File: config.mk
export PLATFORM = sky130hd
export DESIGN_NAME = qodo_mul
export DESIGN_NICKNAME = d
export VERILOG_FILES = /design/src/design/qodo_pkg.sv /design/src/design/qodo_mul.sv
export SDC_FILE = /design/constraint.sdc
export NUM_CORES = 2
export LEC_CHECK = 0
export BUFFER_PORTS_ARGS = -buffer_cell sky130_fd_sc_hd__buf_2
export CORE_UTILIZATION = 40
export DETAILED_ROUTE_END_ITERATION = 10
export GPL_ROUTABILITY_DRIVEN = 0
export PLACE_DENSITY = 0.55
export SLEW_MARGIN = 20
export SYNTH_ARGS = -nofsm -noshare
export SYNTH_HDL_FRONTEND = slang
export SYNTH_SLANG_ARGS = --single-unit
File: constraint.sdc
create_clock -name clk -period 8.5 [get_ports clk]
set_input_delay 0.425 -clock clk [delete_from_list [all_inputs] [get_ports clk]]
set_output_delay 0.425 -clock clk [all_outputs]
set_load 0.05 [all_outputs]
File: src/design/qodo_pkg.sv
// qodo_pkg: shared types and widths for the quadrature odometry core.
// No dependencies; imported by the register file, multiplier and top level.

package qodo_pkg;

	// Width of a configuration word and of one multiplier operand
	localparam int unsigned WORD_W = 32;

	// Configuration registers as seen by the datapath
	typedef struct packed {
		logic              left_reverse;
		logic              right_reverse;
		logic [WORD_W-1:0] left_gain;
		logic [WORD_W-1:0] right_gain;
		logic [WORD_W-1:0] deg_gain;
	} cfg_t;

endpackage

File: src/design/qodo_mul.sv
// qodo_mul: shared 32x32 unsigned multiplier with a registered product.
// Depends on qodo_pkg (WORD_W).

module qodo_mul import qodo_pkg::*; (
	input  logic                clk,
	input  logic [WORD_W-1:0]   op_a,
	input  logic [WORD_W-1:0]   op_b,
	output logic [2*WORD_W-1:0] prod_q
);

	// Product is registered: it is available in the cycle after the operands are presented
	always_ff @(posedge clk) begin
		prod_q <= (2*WORD_W)'(op_a) * (2*WORD_W)'(op_b);
	end

endmodule

==> key figures <==
Placement
  • Post-DP HPWL: 80.3 mm
  • IO Port Bufs: 128

Synth
  • Seq cells post-synth: 64
  • EDFF count, synth: 0
  • Synth Area in Compound Gates: 0.0415
  • Simple-gate share of the synthesized area: 0.176
  • Avg Cell Area, Syn: 9.25 um^2
  • Post-Synth Adder-Cell Area: 0.612
  • Multiplexer share of the synthesized area: 0.000289
  • Xor and xnor area share after synthesis: 0.0152
  • Mapped Area: 34700 um^2
  • Largest family of logic cells by synthesized area: adder cells
  • Synthesized Nets: 4972
  • Synth Instances: 3748
  • Yosys cell types: 57
  • Seq/Total Area, Yosys: 0.0369
  • Ys flop type: dfxtp_1
  • Ys Warns: 0
  • Synth async-reset ratio: 0

Timing
  • Worst-Margin Slew: 821 ps
  • RSZ-0062 raised after global routing: false
  • Final setup fails: 0
  • Final Hold Viols: 0
  • Relative slew slack: 0.453
  • Final worst-path cycle share: 0.928
  • Slew Viols, Final: 0
  • Achievable clock frequency: 127 MHz
  • Final min period: 7890 ps
  • Setup tns final: 0 ps

Die
  • Initial Util: 0.405
  • Die X: 296 um
  • Die height: 296 um
  • Die area: 87900 um^2
  • Num rows: 107
  • CORE AREA: 85500 um^2
  • Io pins: 129

Drt
  • DR WL/cell: 19.6 um
  • Vias: 24400
  • Drt first pass iters: 5
  • 1st-iter DRT viols: 1115
  • Routed Antenna Nets: 0
  • DRC violations left: 0
  • Via density: 5.00
  • DRT Wirelength: 95.6 mm

Global routing
  • GR Util met2: 0.422
  • Grt met3 use: 0.0282
  • Met1 usage: 0.271
  • GR peak layer: met2
  • Initial antenna violation count: 7
  • Total grt overflow: 0
  • Largest net degree at the start of global routing: 33
  • GRT Total Usage: 0.229
  • First-pass GRT wire length: 151 mm
  • Vias in the first global route: 26200

Flow run
  • Max Cap Viol: 0

Clock tree
  • Deepest clock path buffer count: 2
  • Cts hold-fix bufs: 0
  • CTS sink count: 64
  • Clk root buf: clkbuf_16
  • CTS tree: built
  • Clock buffer count from CTS: 9
  • Setup Buffers After CTS: 0
  • H-Tree Depth: 3
  • Post-CTS sizing: 0
  • Clock-pin transition on the worst setup and hold timing paths: 60 ps

Finish
  • Share of layout cells above drive strength 1: 0.0572
  • Commonest cells after routing, fill and taps aside: fa_1, inv_1, and2_1, nand2_1, ha_1
  • Largest Register: prod_q
  • Max FFs per register: 64
  • Largest regs: prod_q (64)
  • # fillers: 8584
  • Post-layout nets: 4943
  • Commonest non-fill, non-tap cell in the layout: fa_1
  • Area Growth Syn to Fin: 5.61%

Worst setup path
  • CP endpoint kind: register
  • Kind of critical path: input port to register
  • Crit path DAT: 8170 ps
  • Worst EP required: 8770 ps
  • Crit path launch type: input port
  • Worst Path Max Fanout: 32

Worst hold path
  • Hold endpoint: prod_q[0]
  • Hold Crit Class: input port to register
  • Worst hold start: op_b[0]
  • Hold-critical path depth: 2

Run status
  • Run status: complete, no violations
==> through the flow <==
step                 util  hold slack (ps)  cell area [um^2]  worst slack (ps)  cells
detailed placement  0.425              896             36300               315   4852
finish              0.428              746             36600               610   4869
CTS                 0.428              735             36600               682   4868
global placement    0.425              892             36300               421   4852
floorplan               -              552             34700              1320   3748
global route        0.428              752             36600               287   4868
==> layer usage <==
metal	wire, um	vias up
li1	-	10800
met1	36600	12900
met2	51300	537
met4	3790	12
met5	71	-
met3	3780	156
==> worst max-delay path: stages <==
cell,delay (ps)
buf_2,560
nand2_1,190
fa_1,580
inv_1,60
fa_1,530
inv_1,50
fa_1,520
inv_1,50
fa_1,480
fa_1,610
fa_1,440
fa_1,490
inv_1,50
fa_1,480
inv_1,40
ha_1,420
nand4_1,260
or4_1,480
or3_1,370
a31oi_1,200
buf_4,180
a31o_2,200
a211oi_1,110
o21ai_1,190
xor2_1,150
==> cell families after synthesis <==
kind of cell / after synthesis
AOI/OAI and AO/OA: 202
xor gates and xnor gates: 60
adders and majority gates: 1159
buffers and inverters: 1085
DFF: 64
muxes: 1
and+or+nand+nor: 1177
==> Yosys cell counts (21+ instances only) <==
library cell	n	share of area
fa_1	896	0.52
nand4_1	23	0.0041
ha_1	263	0.095
and2_1	602	0.11
nand2_1	480	0.052
dfxtp_1	64	0.037
xnor2_1	35	0.0088
a21oi_1	63	0.0091
inv_1	865	0.094
xor2_1	25	0.0063
clkbuf_1	213	0.023
a21o_1	40	0.0087
o21ai_0	21	0.0030
==> worst max path at each step <==
stage | slack [ps] | depth (start not counted) | to | startpoint
CTS | 680 | 25 | prod_q[62] | op_b[8]
finish | 610 | 25 | prod_q[62] | op_b[8]
floorplan | 1320 | 25 | prod_q[62] | op_a[25]
detailed placement | 320 | 25 | prod_q[62] | op_b[8]
global placement | 420 | 24 | prod_q[63] | op_b[7]
global route | 290 | 25 | prod_q[62] | op_b[8]
==> layout make-up <==
type | count | area, um^2 | share of cell area
flip-flops and latches | 64 | 1280 | 0.0350
diodes | 1 | 2.50 | 0.0000683
inverters | 865 | 3250 | 0.0887
clock buffers | 9 | 225 | 0.00615
multi-input cells | 2599 | 29300 | 0.800
clock inverters | 7 | 77.6 | 0.00212
well taps | 1144 | 1430 | 0.0391
repair buffers | 180 | 1040 | 0.0285
Power is not shown: default switching activity piles up to over one toggle a cycle in this logic, so the estimate is an artifact.
