==> config.mk <==
export PLATFORM = sky130hd
export DESIGN_NAME = qodo_edge
export DESIGN_NICKNAME = d
export VERILOG_FILES = /design/src/design/qodo_edge.sv
export SDC_FILE = /design/constraint.sdc
export NUM_CORES = 1
export LEC_CHECK = 0
export BUFFER_PORTS_ARGS = -buffer_cell sky130_fd_sc_hd__buf_2
export CORE_MARGIN = 2
export CORE_UTILIZATION = 40
export DETAILED_ROUTE_END_ITERATION = 16
export GPL_ROUTABILITY_DRIVEN = 0
export PLACE_DENSITY = 0.64
export SLEW_MARGIN = 25
export SYNTH_ARGS = -nofsm -noshare
export SYNTH_HDL_FRONTEND = slang
export SYNTH_SLANG_ARGS = --single-unit
==> constraint.sdc <==
create_clock -name clk -period 3.8 [get_ports clk]
set_input_delay 0.19 -clock clk [delete_from_list [all_inputs] [get_ports clk]]
set_output_delay 0.19 -clock clk [all_outputs]
set_load 0.02 [all_outputs]
==> src/design/qodo_edge.sv <==
// qodo_edge: quadrature edge decoder and saturating count for one wheel.
// No package dependency; instantiated twice by the top level.

module qodo_edge #(
	parameter int CW = 16
) (
	input  logic                 clk,
	input  logic                 arst_n,
	input  logic                 step,
	input  logic                 clear,
	input  logic                 pin_clk,
	input  logic                 pin_b,
	input  logic                 reverse,
	output logic signed [CW-1:0] count
);

	localparam logic signed [CW:0] Lim  = (CW+1)'((64'd1 << (CW-1)) - 64'd1);
	localparam logic signed [CW:0] LimN = -Lim;
	localparam logic signed [CW:0] One  = (CW+1)'(1);

	logic                 a_q, b_q;
	logic signed [CW-1:0] cnt_q;
	logic                 new_a, up_raw, dn_raw, up, dn;
	logic signed [CW:0]   delta, sum;
	logic signed [CW-1:0] cnt_next;

	assign count = cnt_q;

	// Decode the transition and clamp the count
	always_comb begin
		new_a  = pin_clk ^ pin_b;
		up_raw = a_q ^ pin_b;
		dn_raw = new_a ^ b_q;
		up     = reverse ? dn_raw : up_raw;
		dn     = reverse ? up_raw : dn_raw;
		if (up && !dn) begin
			delta = One;
		end else if (dn && !up) begin
			delta = -One;
		end else begin
			delta = '0;
		end
		sum = (CW+1)'(cnt_q) + delta;
		if (sum > Lim) begin
			cnt_next = CW'(Lim);
		end else if (sum < LimN) begin
			cnt_next = CW'(LimN);
		end else begin
			cnt_next = CW'(sum);
		end
	end

	always_ff @(posedge clk or negedge arst_n) begin
		if (!arst_n) begin
			a_q   <= 1'b0;
			b_q   <= 1'b0;
			cnt_q <= '0;
		end else if (clear) begin
			cnt_q <= '0;
		end else if (step) begin
			cnt_q <= cnt_next;
			a_q   <= new_a;
			b_q   <= pin_b;
		end
	end

endmodule

==> results.yml <==
global_route:
  grt_pass1_wl_um: 10900
  grt_max_degree: 43
  grt_pass1_vias: 2182
  overflow: 0
  grt_antenna_before_repair: 0
  grt.total_usage_pct: 20.3
worst_setup_path:
  start_kind: "flip-flop"
  reg2reg_depth: 15
  end_kind: "flip-flop"
  required_ns: 3.98
  critPathArrivalTime_ns: 3.73
  cp_max_fo: 7
  worstSetupPathType: "flip-flop to flip-flop"
sta:
  finalHoldViolCount: 0
  finalMaxSlewViolations: 0
  fin_setup_tns_ns: 0
  max_clock_freq_mhz: 282
  tightest_slew_ns: 0.541
  period_share_pct: 93.4
  relSlewSlack_pct: 64.0
  clock-skew-final_ns: 0.00170
  post-route-min-period_ns: 3.55
  rsz0062_at_grt: "false"
  setup_viol: 0
min_path:
  hp-class: "input port to flip-flop"
  hold_depth: 2
pwr:
  p_leak_nw: 0.990
  powerDensity_mw_per_mm2: 662
  ir_worst_vdd_mv: 0.476
synthesis:
  synth_edf_count: 0
  synth-seq-area-share_pct: 18.7
  ys.flop_type: "dfrtp_1"
  ys_seq_elements: 18
  synth_async_sr_flop_share_pct: 100
  synthesis.nets: 319
  synth-warning-count: 0
  synth_area_per_cell_um2: 7.82
  synth_cells: 308
  syn-cell-area_mm2: 0.00241
  synth_cell_types: 75
cts:
  htreeDepth: 1
  clkSinkCount: 18
  clk_path_buf_depth: 2
  cts-root-buf: "clkbuf_8"
  clk_latency_ns: 0.25
  tritoncts: "done"
  cts_made_buffers: 3
  cts.clk_slew.worst_paths_ns: 0.07
floorplanning:
  dieArea_mm2: 0.00666
  start_util_pct: 40.9
  die_w_um: 81.6
  coreArea_mm2: 0.00589
  num_io_pins: 23
  die_h_um: 81.6
  rows: 28
finish:
  final_layout_size_suffix_gt1_share_pct: 19.2
  fin_cells: 388
  syn_to_final_growth_pct: 6.34
  layout_commonest_cell: "nor2_1"
  n_antenna_cell: 0
  layout_common_cells: "nor2_1 (28), o21ai_0 (24), buf_2 (22), dfrtp_1 (18)"
  nets: 325
status:
  status: "finished clean"
route:
  route.detailed.wl_per_inst_um: 16.9
  viasPerCell: 6.26
  drt-initial-drc-count: 176
  first_pass_iters: 5
  drcViolationCount: 0
  ant_nets: 0
  routed_wirelength_um: 6560
  num_vias: 2428
run:
  cap_violations: 0
placed_design:
  io_buffer_count: 22
  dp_cells: 382
  dp_hpwl_um: 4770
[per-layer routing]
metal  up-vias  part of all wire (%)  global-route usage (%)
li1       1176                     -                       -
met1      1190                    48                    30.2
met2        60                    48                    33.5
met3         2                   3.6                   0.659
met4         0                  0.34                    2.83
met5         -                     0                       0
[through the flow]
stage,power (mW),hold slack (ns),area (um2),util [%],setup WS (ns)
after detailed placement,1.51,0.156,2480,42.2,0.217
after CTS,1.67,0.252,2550,43.3,0.194
after floorplan,1.28,-0.106,2410,-,0.0291
after global placement,1.49,0.155,2480,42.2,0.309
after global routing,1.85,0.268,2560,43.5,0.00443
final,1.70,0.248,2560,43.5,0.251
[flip-flops by register name (all words and copies together) (netlist names)]
signal and cells:
count 16, b_q 1, a_q 1
[power by group]
| group | leakage [nW] | total [mW] | internal (mW) | switching [mW] |
|---|---|---|---|---|
| Sequential | 0.232 | 0.404 | 0.237 | 0.167 |
| Clock | 0.0288 | 0.161 | 0.0921 | 0.0690 |
| Combinational | 0.729 | 1.13 | 0.462 | 0.668 |
[what timing repair did]
action                                 CTS  global route
setup buffers                            0             1
setup endpoints to repair                0             9
hold buffers                             1             0
gates resized for setup                  0             3
endpoints found under the hold margin   18             0
[path summary, 6_finish.rpt]
path,from,endpoint,slack (ns)
min,pin_b,b_q,0.25
min in group asynchronous,arst_n,count[2],0.41
max reg2reg,b_q,count[11],0.25
min reg2reg,b_q,b_q,0.53
max in group asynchronous,arst_n,count[6],3.08
max,b_q,count[11],0.25
[cell families (layout without fill, tap and decap cells)]
| kind of cell | after synthesis | count (layout) | synth area share [%] |
|---|---|---|---|
| simple gates | 111 | 111 | 25.7 |
| compound gates | 105 | 105 | 32.1 |
| buf+inv | 39 | 44 | 9.71 |
| xor+xnor | 24 | 24 | 8.73 |
| flops | 18 | 18 | 18.7 |
| mux | 7 | 7 | 3.01 |
| fa+ha+maj | 4 | 4 | 2.08 |
[worst max-delay path, cell delays in order (launching register included)]
cell and delay, ns:
dfrtp_1 0.39, xor2_1 0.17, mux2i_1 0.16, xor2_1 0.22, ha_1 0.26, inv_1 0.06
ha_1 0.17, buf_4 0.16, nand4b_1 0.10, and4_1 0.23, o21ai_0 0.29, a32o_2 0.24
or3_1 0.27, nand2_4 0.11, or4_1 0.48, a31oi_1 0.17
[final cells by class]
cell class                 instances  area (um2)
clock buffer                       4        55.1
fill                             613        3320
inverter                           9        35.0
multi-input combinational        251        1730
sequential                        18         450
tap                               75        93.8
timing repair buffer              31         196
[synth_stat cells, types with 3 or more instances]
master | n | share of area, %
xor2_1 | 10 | 3.6
nand4_1 | 6 | 1.6
a31oi_1 | 4 | 1.0
dfrtp_1 | 18 | 19
a32oi_1 | 4 | 1.5
o31a_1 | 4 | 1.5
o221a_2 | 3 | 1.4
nand2_1 | 17 | 2.6
ha_1 | 4 | 2.1
xnor2_1 | 14 | 5.1
clkbuf_1 | 6 | 0.93
or3_1 | 3 | 0.78
o21ai_0 | 24 | 5.0
buf_6 | 8 | 3.7
o21a_1 | 3 | 0.93
a211oi_1 | 5 | 1.6
o21ai_1 | 3 | 0.62
a21oi_1 | 17 | 3.5
buf_2 | 13 | 2.7
nor3_1 | 10 | 2.1
mux2i_1 | 5 | 2.1
o211ai_1 | 9 | 2.8
nor4_1 | 7 | 1.8
nand3_1 | 11 | 2.3
nor2_1 | 28 | 4.4
inv_1 | 7 | 1.1
nor2b_1 | 6 | 1.6
Power figures use the tool's default switching activity.
