**config.mk**
```make
export PLATFORM = sky130hd
export DESIGN_NAME = qodo_apb
export DESIGN_NICKNAME = d
export VERILOG_FILES = /design/src/design/qodo_pkg.sv /design/src/design/qodo_apb.sv
export SDC_FILE = /design/constraint.sdc
export NUM_CORES = 1
export LEC_CHECK = 0
export BUFFER_PORTS_ARGS = -buffer_cell sky130_fd_sc_hd__buf_4
export CAP_MARGIN = 20
export CORE_UTILIZATION = 49
export DETAILED_ROUTE_END_ITERATION = 8
export PLACE_DENSITY = 0.9
export SKIP_LAST_GASP = 1
export SLEW_MARGIN = 20
export SYNTH_ARGS = -nofsm -noshare
export SYNTH_HDL_FRONTEND = slang
export SYNTH_SLANG_ARGS = --single-unit
```
**constraint.sdc**
```tcl
create_clock -name clk -period 1.5 [get_ports clk]
set_input_delay 0.3 -clock clk [delete_from_list [all_inputs] [get_ports clk]]
set_output_delay 0.3 -clock clk [all_outputs]
set_load 0.05 [all_outputs]
```
**src/design/qodo_pkg.sv**
```systemverilog
// qodo_pkg: shared types and widths for the quadrature odometry core.
// No dependencies; imported by the register file, multiplier and top level.

package qodo_pkg;

	// Width of a configuration word and of one multiplier operand
	localparam int unsigned WORD_W = 32;

	// Configuration registers as seen by the datapath
	typedef struct packed {
		logic              left_reverse;
		logic              right_reverse;
		logic [WORD_W-1:0] left_gain;
		logic [WORD_W-1:0] right_gain;
		logic [WORD_W-1:0] deg_gain;
	} cfg_t;

endpackage

```
**src/design/qodo_apb.sv**
```systemverilog
// qodo_apb: APB register file holding polarity bits and Q8.24 gains.
// Depends on qodo_pkg (cfg_t, WORD_W).

module qodo_apb import qodo_pkg::*; (
	input  logic              clk,
	input  logic              arst_n,
	input  logic              psel,
	input  logic              penable,
	input  logic              pwrite,
	input  logic [4:0]        paddr,
	input  logic [WORD_W-1:0] pwdata,
	output logic [WORD_W-1:0] prdata,
	output logic              pready,
	output cfg_t              cfg
);

	typedef enum logic [2:0] {
		REG_LEFT_REV  = 3'd0,
		REG_RIGHT_REV = 3'd1,
		REG_LEFT_MM   = 3'd2,
		REG_RIGHT_MM  = 3'd3,
		REG_DEG_MM    = 3'd4
	} reg_idx_t;

	cfg_t     cfg_q;
	reg_idx_t idx;

	assign idx    = reg_idx_t'(paddr[4:2]);
	assign pready = 1'b1;
	assign cfg    = cfg_q;

	// Register writes on the access phase
	always_ff @(posedge clk or negedge arst_n) begin
		if (!arst_n) begin
			cfg_q <= '0;
		end else if (psel && penable && pwrite) begin
			unique case (idx)
				REG_LEFT_REV:  cfg_q.left_reverse  <= pwdata[0];
				REG_RIGHT_REV: cfg_q.right_reverse <= pwdata[0];
				REG_LEFT_MM:   cfg_q.left_gain     <= pwdata;
				REG_RIGHT_MM:  cfg_q.right_gain    <= pwdata;
				REG_DEG_MM:    cfg_q.deg_gain      <= pwdata;
				default: ;
			endcase
		end
	end

	// Read mux
	always_comb begin
		unique case (idx)
			REG_LEFT_REV:  prdata = WORD_W'(cfg_q.left_reverse);
			REG_RIGHT_REV: prdata = WORD_W'(cfg_q.right_reverse);
			REG_LEFT_MM:   prdata = cfg_q.left_gain;
			REG_RIGHT_MM:  prdata = cfg_q.right_gain;
			REG_DEG_MM:    prdata = cfg_q.deg_gain;
			default:       prdata = '0;
		endcase
	end

endmodule

```
==> run metrics, run 1 <==
floorplan die width 96.9 um; antenna violation net count after detailed routing 0; power per unit of standard cell area 1380 mW/mm2; arrival time at the worst endpoint 1.42 ns; Ports 173; number of distinct library cells after synthesis 21; category of the worst setup path launch point flop; result of the run finished, violations left; proportion of synthesized chip area in sequential cells 0.556; Avg Synthesized Cell Area 14.9 um2; antenna violations before repair 0; total routed wirelength 13.5 mm; iteration-0 DRC count of the detailed router 81; CTS tree built; root buffer selected by CTS clkbuf_8; largest net degree at the start of global routing 38; crit share post-route 1.15; max-slew violations 0; gate count of the mapped netlist 297; Total GRT Usage 0.283; # DRC 0; number of flip-flops under the largest register name 98; type of destination of the critical path output port; area of the core 0.00872 mm2; number of buffers inserted during clock tree synthesis 9; post-synthesis cell area 0.00441 mm2; layout cell share with drive strength beyond 1 0.759; clk sink count 98; violated checks negative setup slack; #FFs+latches synth 98; largest buffer count on any clock path 2; drt wl/cell 21.7 um; timing-limited maximum frequency 581 MHz; effective utilization at floorplan 0.506; Hold Violations, Final 0; commonest cells after routing, fill and taps aside buf_4, dfrtp_1, mux2_2; net count reported at finish 551; via density per instance 5.54; antenna cell count 0; standby leakage power 3.38 nW; category of the critical setup timing path reg2out; post-route minimum period 1.72 ns; die outline height 96.9 um; synthesized netlist net count 339; final worst slack -0.220 ns; Remaining Overflow, GRT 0; number of max-cap violations 0; count of filler cells inserted in the layout 397; commonest non-fill, non-tap cell in the layout buf_4; global-route wire length before repair 20.7 mm; Via Count 3,445; depth of the CTS H-tree 3; Synth warnings 0; clock latency reported for the late side of the worst-skew pair 0.35 ns; clk slew on worst S/H paths 0.09 ns; Max Fanout on Critical Path 2; setup repair after global routing missed its margin true; Worst IR Drop VDD 1.13 mV; row count 34; setup clock skew after layout 0 ns; Worst Hold Slack 0.184 ns; number of buffers added on ports 169; hold crit path type in2reg; # setup viols final 32; via count of the first global-routing pass 3,907; setup slack at placement -0.261 ns; HPWL after DPL 8.38 mm; final cell utilization of the core 0.843; area grow syn2layout 66.6%; Data required, critical path 1.20 ns; first-pass detailed-route iteration total 4; die area 0.00939 mm2; weighted congestion reported at the end of routability-driven placement 0.739
logic make-up after synthesis:
family / count (synthesis) / synth area share
buf+inv: 23 / 0.0346
other cells: 1 / 0.000850
simple gates: 12 / 0.0204
flops: 98 / 0.556
mux: 131 / 0.325
compound gates: 32 / 0.0635
final timing paths:
| check | startpoint | cells after the start | slack, ns | endpoint |
|---|---|---|---|---|
| setup / recovery | cfg[97]$_DFFE_PN0P_ | 4 | -0.22 | prdata[0] |
| hold / removal | pwdata[31] | 2 | 0.18 | cfg[95]$_DFFE_PN0P_ |
| setup reg to reg | cfg[64]$_DFFE_PN0P_ | 3 | 0.47 | cfg[64]$_DFFE_PN0P_ |
| hold reg to reg | cfg[84]$_DFFE_PN0P_ | 1 | 0.55 | cfg[84]$_DFFE_PN0P_ |
| max in group asynchronous | arst_n | 3 | 0.61 | cfg[9]$_DFFE_PN0P_ |
| min in group asynchronous | arst_n | 2 | 0.37 | cfg[46]$_DFFE_PN0P_ |
routing by layer:
| metal | share of wire | vias up | GRT usage |
|---|---|---|---|
| li1 | - | 1513 | - |
| met1 | 0.38 | 1783 | 0.330 |
| met2 | 0.54 | 135 | 0.490 |
| met3 | 0.072 | 14 | 0.0845 |
| met4 | 0.013 | 0 | 0.110 |
| met5 | 0 | - | 0 |
synthesized netlist by cell type, drive strengths merged:
cell type  number  share of area
nand3           1         0.0011
nand2b          3         0.0043
nor2            2         0.0017
inv             2         0.0017
buf            16          0.029
mux2i          33          0.075
o32ai           1         0.0020
a211o           1         0.0020
dfrtp          98           0.56
nor4            1         0.0014
conb            1        0.00085
clkbuf          5         0.0043
nor3            5          0.012
mux2           98           0.25
o2bb2ai        30          0.060
power by group:
group          total, mW  internal (mW)  switching (mW)
logic               4.88           1.77            3.11
clock network       1.54          0.611           0.927
registers           3.74           3.16           0.580
total               10.2           5.54            4.62
through the flow:
stage               power, mW  area, um2  std cells  setup TNS, ns
detailed placement       8.20       6590        581         -19.34
CTS                      9.97       7220        616          -3.88
finish                   10.2       7350        622          -3.09
floorplan                6.73       5060        297         -0.300
global placement         8.09       6590        581         -17.97
global route             10.5       7350        622          -3.89
critical path: stages (launching register included):
cell     delay [ns]
dfrtp_1        0.40
mux2i_1        0.13
nor3_1         0.07
a211o_2        0.32
buf_8          0.15
layout make-up:
class / count / area, um2 / share of cell area
repair buffers: 222 / 2040 / 0.278
clock buffers: 11 / 131 / 0.0179
well taps: 108 / 135 / 0.0184
flip-flops and latches: 98 / 2460 / 0.334
clock inverters: 5 / 38.8 / 0.00527
multi-input cells: 176 / 2540 / 0.346
inverters: 2 / 7.51 / 0.00102
timing repair:
item | CTS | global route
gates resized for setup | 58 | 24
setup buffers | 14 | 7
setup endpoints to repair | 32 | 32
gates cloned | 4 | 0
pin swaps | 3 | 3
endpoints found under the hold margin | 19 | 0
hold buffers | 1 | 0
(Power assumes the default switching activity.)
==> run 2: changes to the inputs <==
- clock period: 1.5 -> 1.6 ns (I/O delays scaled with it)
==> run metrics, run 2 (synthesized netlist as in run 1, its figures left out) <==
depth of the CTS H-tree 3 (unchanged); arrival time at the worst endpoint 1.40 ns (-0.02 ns); violated checks negative hold slack, negative setup slack; hold bufs inserted after CTS 0 (-1); # DRC 0 (unchanged); global-route wire length before repair 20.2 mm (-2.4%); sum of internal, switching and leakage power 9.55 mW (-6.0%); standby leakage power 3.33 nW (-1.3%); weighted congestion reported at the end of routability-driven placement 0.759 (+2.6%); Data required, critical path 1.28 ns (+0.08 ns); effective utilization at floorplan 0.506 (unchanged); die area 0.00939 mm2 (unchanged); area taken by multi-input logic gates 0.00248 mm2 (-2.6%); Worst IR Drop VDD 0.835 mV (-26%); R2R setup slack 0.55 ns (+0.08 ns); result of the run finished, violations left; largest net degree at the start of global routing 99 (+160%); Ports 173 (unchanged); first-pass detailed-route iteration total 4 (unchanged); worst max-slew margin expressed relative to the limit 0.640; # setup viols final 31 (-3.1%); max-slew violations 0 (unchanged); number of buffers added on ports 169 (unchanged); Remaining Overflow, GRT 0 (unchanged); floorplan die width 96.9 um (unchanged); CTS tree built; root buffer selected by CTS clkbuf_8; antenna violations before repair 0 (unchanged); clk sink count 98 (unchanged); antenna violation net count after detailed routing 0 (unchanged); type of destination of the critical path output port; area grow syn2layout 62.7%; commonest cells after routing, fill and taps aside buf_4, dfrtp_1, mux2_2; commonest non-fill, non-tap cell in the layout buf_4; count of filler cells inserted in the layout 450 (+13%); setup repair after global routing missed its margin true; number of buffers inserted during clock tree synthesis 9 (unchanged); HPWL after DPL 8.32 mm (-0.75%); crit share post-route 1.08; row count 34 (unchanged); power per unit of standard cell area 1330 mW/mm2 (-3.7%); sequential cell area 0.00245 mm2 (-0.15%); final worst slack -0.123 ns (+0.0977 ns); Slew @ Worst Pin 0.540 ns; post-route minimum period 1.72 ns; Via Count 3,365 (-2.3%); path depth of the worst reg2reg path 3 (unchanged); setup clock skew after layout 0 ns (unchanged); category of the critical setup timing path reg2out; number of max-cap violations 0 (unchanged); Worst Hold Slack -0.0442 ns (-0.228 ns); Reg-to-Reg Start cfg[64]$_DFFE_PN0P_; Hold Violations, Final 15 (+15); total routed wirelength 12.5 mm (-7.5%); clk slew on worst S/H paths 0.10 ns (about the same); via density per instance 5.55 (+0.26%); iteration-0 DRC count of the detailed router 93 (+15%); timing-limited maximum frequency 581 MHz; via count of the first global-routing pass 3,767 (-3.6%); Total GRT Usage 0.275 (-0.00882); antenna cell count 0 (unchanged); net count reported at finish 535 (-2.9%); largest buffer count on any clock path 2 (unchanged); Max Fanout on Critical Path 2 (unchanged); die outline height 96.9 um (unchanged); capture instance of the worst register-to-register path cfg[64]$_DFFE_PN0P_; setup slack at placement -0.159 ns (+0.103 ns); category of the worst setup path launch point flop; hold crit path type in2async; drt wl/cell 20.6 um (-5.0%); clock latency reported for the late side of the worst-skew pair 0.36 ns (about the same); layout cell share with drive strength beyond 1 0.731 (-0.0278); area of the core 0.00872 mm2 (unchanged); number of flip-flops under the largest register name 98 (unchanged)
run 2: cell count changes in the layout (fill, tap and decap cells not counted), moves of 2 or more:
cell	delta
dfrtp_2	-3
buf_16	-2
dfrtp_1	+3
buf_4	-15
mux2i_4	-4
mux2i_1	+9
clkinvlp_4	-3
clkbuf_1	-2
mux2i_2	-5
buf_12	+5
clkinv_2	+2
run 2: worst max path at each step:
stage	from	to	slack, ns	cells after the start
after floorplan	paddr[3]	prdata[10]	-0.01	4
after global placement	paddr[3]	cfg[3]$_DFFE_PN0P_	-0.13	6
after detailed placement	paddr[3]	cfg[7]$_DFFE_PN0P_	-0.16	6
after CTS	cfg[32]$_DFFE_PN0P_	prdata[0]	-0.11	4
after global routing	cfg[97]$_DFFE_PN0P_	prdata[0]	-0.17	4
final	cfg[32]$_DFFE_PN0P_	prdata[0]	-0.12	4
run 2: worst max-delay path, cell delays in order (launching register included):
cell,delay (ns)
dfrtp_1,0.39
mux2i_1,0.15
nor2_1,0.06
a211o_1,0.28
buf_6,0.16
run 2: cell type report:
| type | count | area share |
|---|---|---|
| inverters | 2 | 0.00105 |
| repair buffers | 206 | 0.265 |
| clock inverters | 6 | 0.00906 |
| flip-flops and latches | 98 | 0.342 |
| well taps | 108 | 0.0188 |
| clock buffers | 10 | 0.0192 |
| multi-input cells | 176 | 0.345 |
run 2: repair_timing:
| item | 4_1_cts | 5_1_grt |
|---|---|---|
| resized for setup | 45 | 24 |
| buffers inserted | 10 | 5 |
| cloned | 2 | 0 |
| endpoints found under the setup margin | 32 | 32 |
| pin swaps | 1 | 2 |
run 2: per-stage QoR:
step / hold WS, ns / util / TNS (ns) / cell area, um2 / cells
finish: -0.0442 / 0.823 / -1.20 / 7180 / 606
floorplan: 0.0244 / - / -0.310 / 5020 / 297
detailed placement: 0.414 / 0.754 / -9.58 / 6580 / 575
global placement: 0.409 / 0.754 / -7.70 / 6580 / 575
global route: 0.00981 / 0.823 / -2.35 / 7180 / 606
CTS: 0.0166 / 0.814 / -1.97 / 7100 / 603
run 2: where the power goes:
part	switching (mW)	leakage [nW]	internal [mW]
combinational	2.87	1.98	1.56
sequential	0.510	1.25	2.96
clock	0.881	0.103	0.769
run 2: layer usage:
| metal | vias to the layer above | GRT usage | wire, um |
|---|---|---|---|
| li1 | 1483 | - | - |
| met1 | 1737 | 0.323 | 4860 |
| met2 | 125 | 0.473 | 6590 |
| met3 | 20 | 0.0932 | 842 |
| met4 | 0 | 0.0827 | 198 |
| met5 | - | 0 | 0 |
==> run 3: changes to the inputs <==
- ABC_AREA: unset -> 1
- CORE_UTILIZATION: 49 -> 50
- PLACE_DENSITY: 0.9 -> 0.91
==> run metrics, run 3 <==
CP max-delay cell nor2_8; area share of the leading cell type in the synthesized netlist 0.523 (-0.0325); root buffer selected by CTS clkbuf_8; hold crit path type in2reg; Ports 173 (unchanged); row count 34 (unchanged); setup slack at placement -0.0524 ns (+0.106 ns); via count of the first global-routing pass 4,685 (+24%); final cell utilization of the core 0.818 (-0.00520); proportion of synthesized flip-flops having asynchronous set or reset 1.00 (unchanged); first-pass detailed-route iteration total 5 (+1); antenna cell count 0 (unchanged); Worst Hold Slack 0.179 ns (+0.223 ns); HPWL after DPL 9.70 mm (+17%); most used standard cell by instance count after synthesis nand2_1; iteration-0 DRC count of the detailed router 333 (+260%); Worst IR Drop VDD 0.780 mV (-6.6%); number of max-cap violations 0 (unchanged); top cell type by total area after synthesis dfrtp_1; Hold Violations, Final 0 (-15); commonest non-fill, non-tap cell in the layout nand2_1; via density per instance 5.76 (+3.8%); #FFs+latches synth 98 (unchanged); path depth of the worst reg2reg path 4 (+1); depth of the CTS H-tree 3 (unchanged); effective utilization at floorplan 0.527 (+0.0211); Worst path max stage delay 0.25 ns (-0.14 ns); setup repair after global routing missed its margin true; max-slew violations 0 (unchanged); total routed wirelength 16.6 mm (+33%); net count reported at finish 815 (+52%); type of destination of the critical path output port; Max Fanout on Critical Path 7 (+5); arrival time at the worst endpoint 1.33 ns (-0.07 ns); sequence of cells on the critical path buf_8 > inv_6 > nand2_4 > nor2_8 > clkbuf_16 > nand2_4 > nand3_2 > buf_8; # DRC 0 (unchanged); post-route minimum period 1.65 ns (-0.0725 ns); largest net degree at the start of global routing 46 (-54%); post-layout instance count excluding filler cells 885 (+46%); Synth warnings 0 (unchanged); category of the worst setup path launch point input port; Synth top cells by count nand2_1, dfrtp_1, nand3_1; crit share post-route 1.03 (-0.0453); die area 0.00977 mm2 (+4.0%); category of the critical setup timing path in2out; result of the run finished, violations left; proportion of synthesized chip area in sequential cells 0.523 (-0.0325); count of flip-flops with a built-in enable after synthesis 0 (unchanged); Via Count 5,100 (+52%); commonest cells after routing, fill and taps aside nand2_1, buf_4, dfrtp_1; floorplan die width 98.8 um (+2.0%); CTS tree built; timing-limited maximum frequency 606 MHz (+4.4%); main flop type after synthesis dfrtp_1; final cell area excluding filler cells 0.00727 mm2 (+1.3%); drt wl/cell 18.8 um (-8.9%); cells taking the most area after synthesis dfrtp_1, nand2_1, nand3_1; standby leakage power 4.17 nW (+25%); sum of internal, switching and leakage power 9.39 mW (-1.7%); number of buffers added on ports 169 (unchanged); clock latency reported for the late side of the worst-skew pair 0.35 ns (about the same); antenna violations before repair 0 (unchanged); clk slew on worst S/H paths 0.10 ns (about the same); number of flip-flops under the largest register name 98 (unchanged); hold depth 3; post-placement cell area 0.00636 mm2 (-3.3%); antenna violation net count after detailed routing 0 (unchanged); largest buffer count on any clock path 2 (unchanged); setup clock skew after layout 0 ns (unchanged); power per unit of standard cell area 1290 mW/mm2 (-3.0%); area grow syn2layout 55.2%; Data required, critical path 1.28 ns (about the same); synthesized netlist net count 624 (+84%); final worst slack -0.0501 ns (+0.0725 ns); placed cell count 850 (+48%); summed negative setup slack over all endpoints -0.513 ns (+0.690 ns); post-synthesis cell area 0.00469 mm2 (+6.2%); violated checks negative setup slack; Total GRT Usage 0.304 (+0.0297); layout cell share with drive strength beyond 1 0.412 (-0.319); weighted congestion reported at the end of routability-driven placement 0.846 (+12%); number of distinct library cells after synthesis 21 (unchanged); Remaining Overflow, GRT 0 (unchanged); area of the core 0.00889 mm2 (+2.0%); global-route wire length before repair 23.3 mm (+15%); # setup viols final 19 (-39%); die outline height 98.8 um (+2.0%); number of buffers inserted during clock tree synthesis 9 (unchanged); Avg Synthesized Cell Area 8.05 um2 (-46%); clk sink count 98 (unchanged); gate count of the mapped netlist 582 (+96%)
[run 3: cells by family after synthesis]
family | share of synthesized area
AO/OA/AOI/OAI | 0.0715
buffers and inverters | 0.0643
flip-flops | 0.523
other | 0.000800
AND/OR/NAND/NOR | 0.340
[run 3: per-layer routing]
| layer | up-vias | track usage | share of wire |
|---|---|---|---|
| met1 | 2458 | 0.398 | 0.37 |
| met5 | - | 0 | 0 |
| met4 | 0 | 0.121 | 0.037 |
| met3 | 57 | 0.0638 | 0.086 |
| li1 | 2236 | - | - |
| met2 | 349 | 0.498 | 0.50 |
[run 3: worst paths after layout]
| check | start | end | slack, ns |
|---|---|---|---|
| worst max-delay path | paddr[2] | prdata[25] | -0.05 |
| max in group asynchronous | arst_n | cfg[27]$_DFFE_PN0P_ | 0.77 |
| worst min register to register | cfg[69]$_DFFE_PN0P_ | cfg[69]$_DFFE_PN0P_ | 0.53 |
| worst max register to register | cfg[32]$_DFFE_PN0P_ | cfg[32]$_DFFE_PN0P_ | 0.66 |
| min in group asynchronous | arst_n | cfg[38]$_DFFE_PN0P_ | 0.34 |
| worst min-delay path | pwdata[25] | cfg[57]$_DFFE_PN0P_ | 0.18 |
[run 3: critical path: cells and delay by family]
| family | cells | cell delay (ns) |
|---|---|---|
| simple gates | 4 | 0.45 |
| buf+inv | 4 | 0.55 |
[run 3: area by class of cell]
| type | count | area (um2) |
|---|---|---|
| clock buffer | 11 | 151 |
| sequential | 98 | 2450 |
| timing repair buffer | 218 | 2120 |
| clock inverter | 4 | 98.8 |
| tap | 108 | 135 |
| inverter | 7 | 43.8 |
| fill | 530 | 1620 |
| multi-input combinational | 439 | 2270 |
[run 3: where the power goes]
group / switching, mW / internal (mW)
sequential: 0.474 / 2.93
combinational: 2.79 / 1.21
clock: 0.866 / 1.12
total: 4.13 / 5.26
[run 3: what timing repair did]
| item | CTS | global route |
|---|---|---|
| hold buffers | 1 | 0 |
| pin swaps | 0 | 32 |
| gates resized for setup | 3 | 118 |
| cloned | 0 | 4 |
| setup buffers | 3 | 12 |
| setup endpoints to repair | 32 | 32 |
| hold endpoints to repair | 9 | 0 |
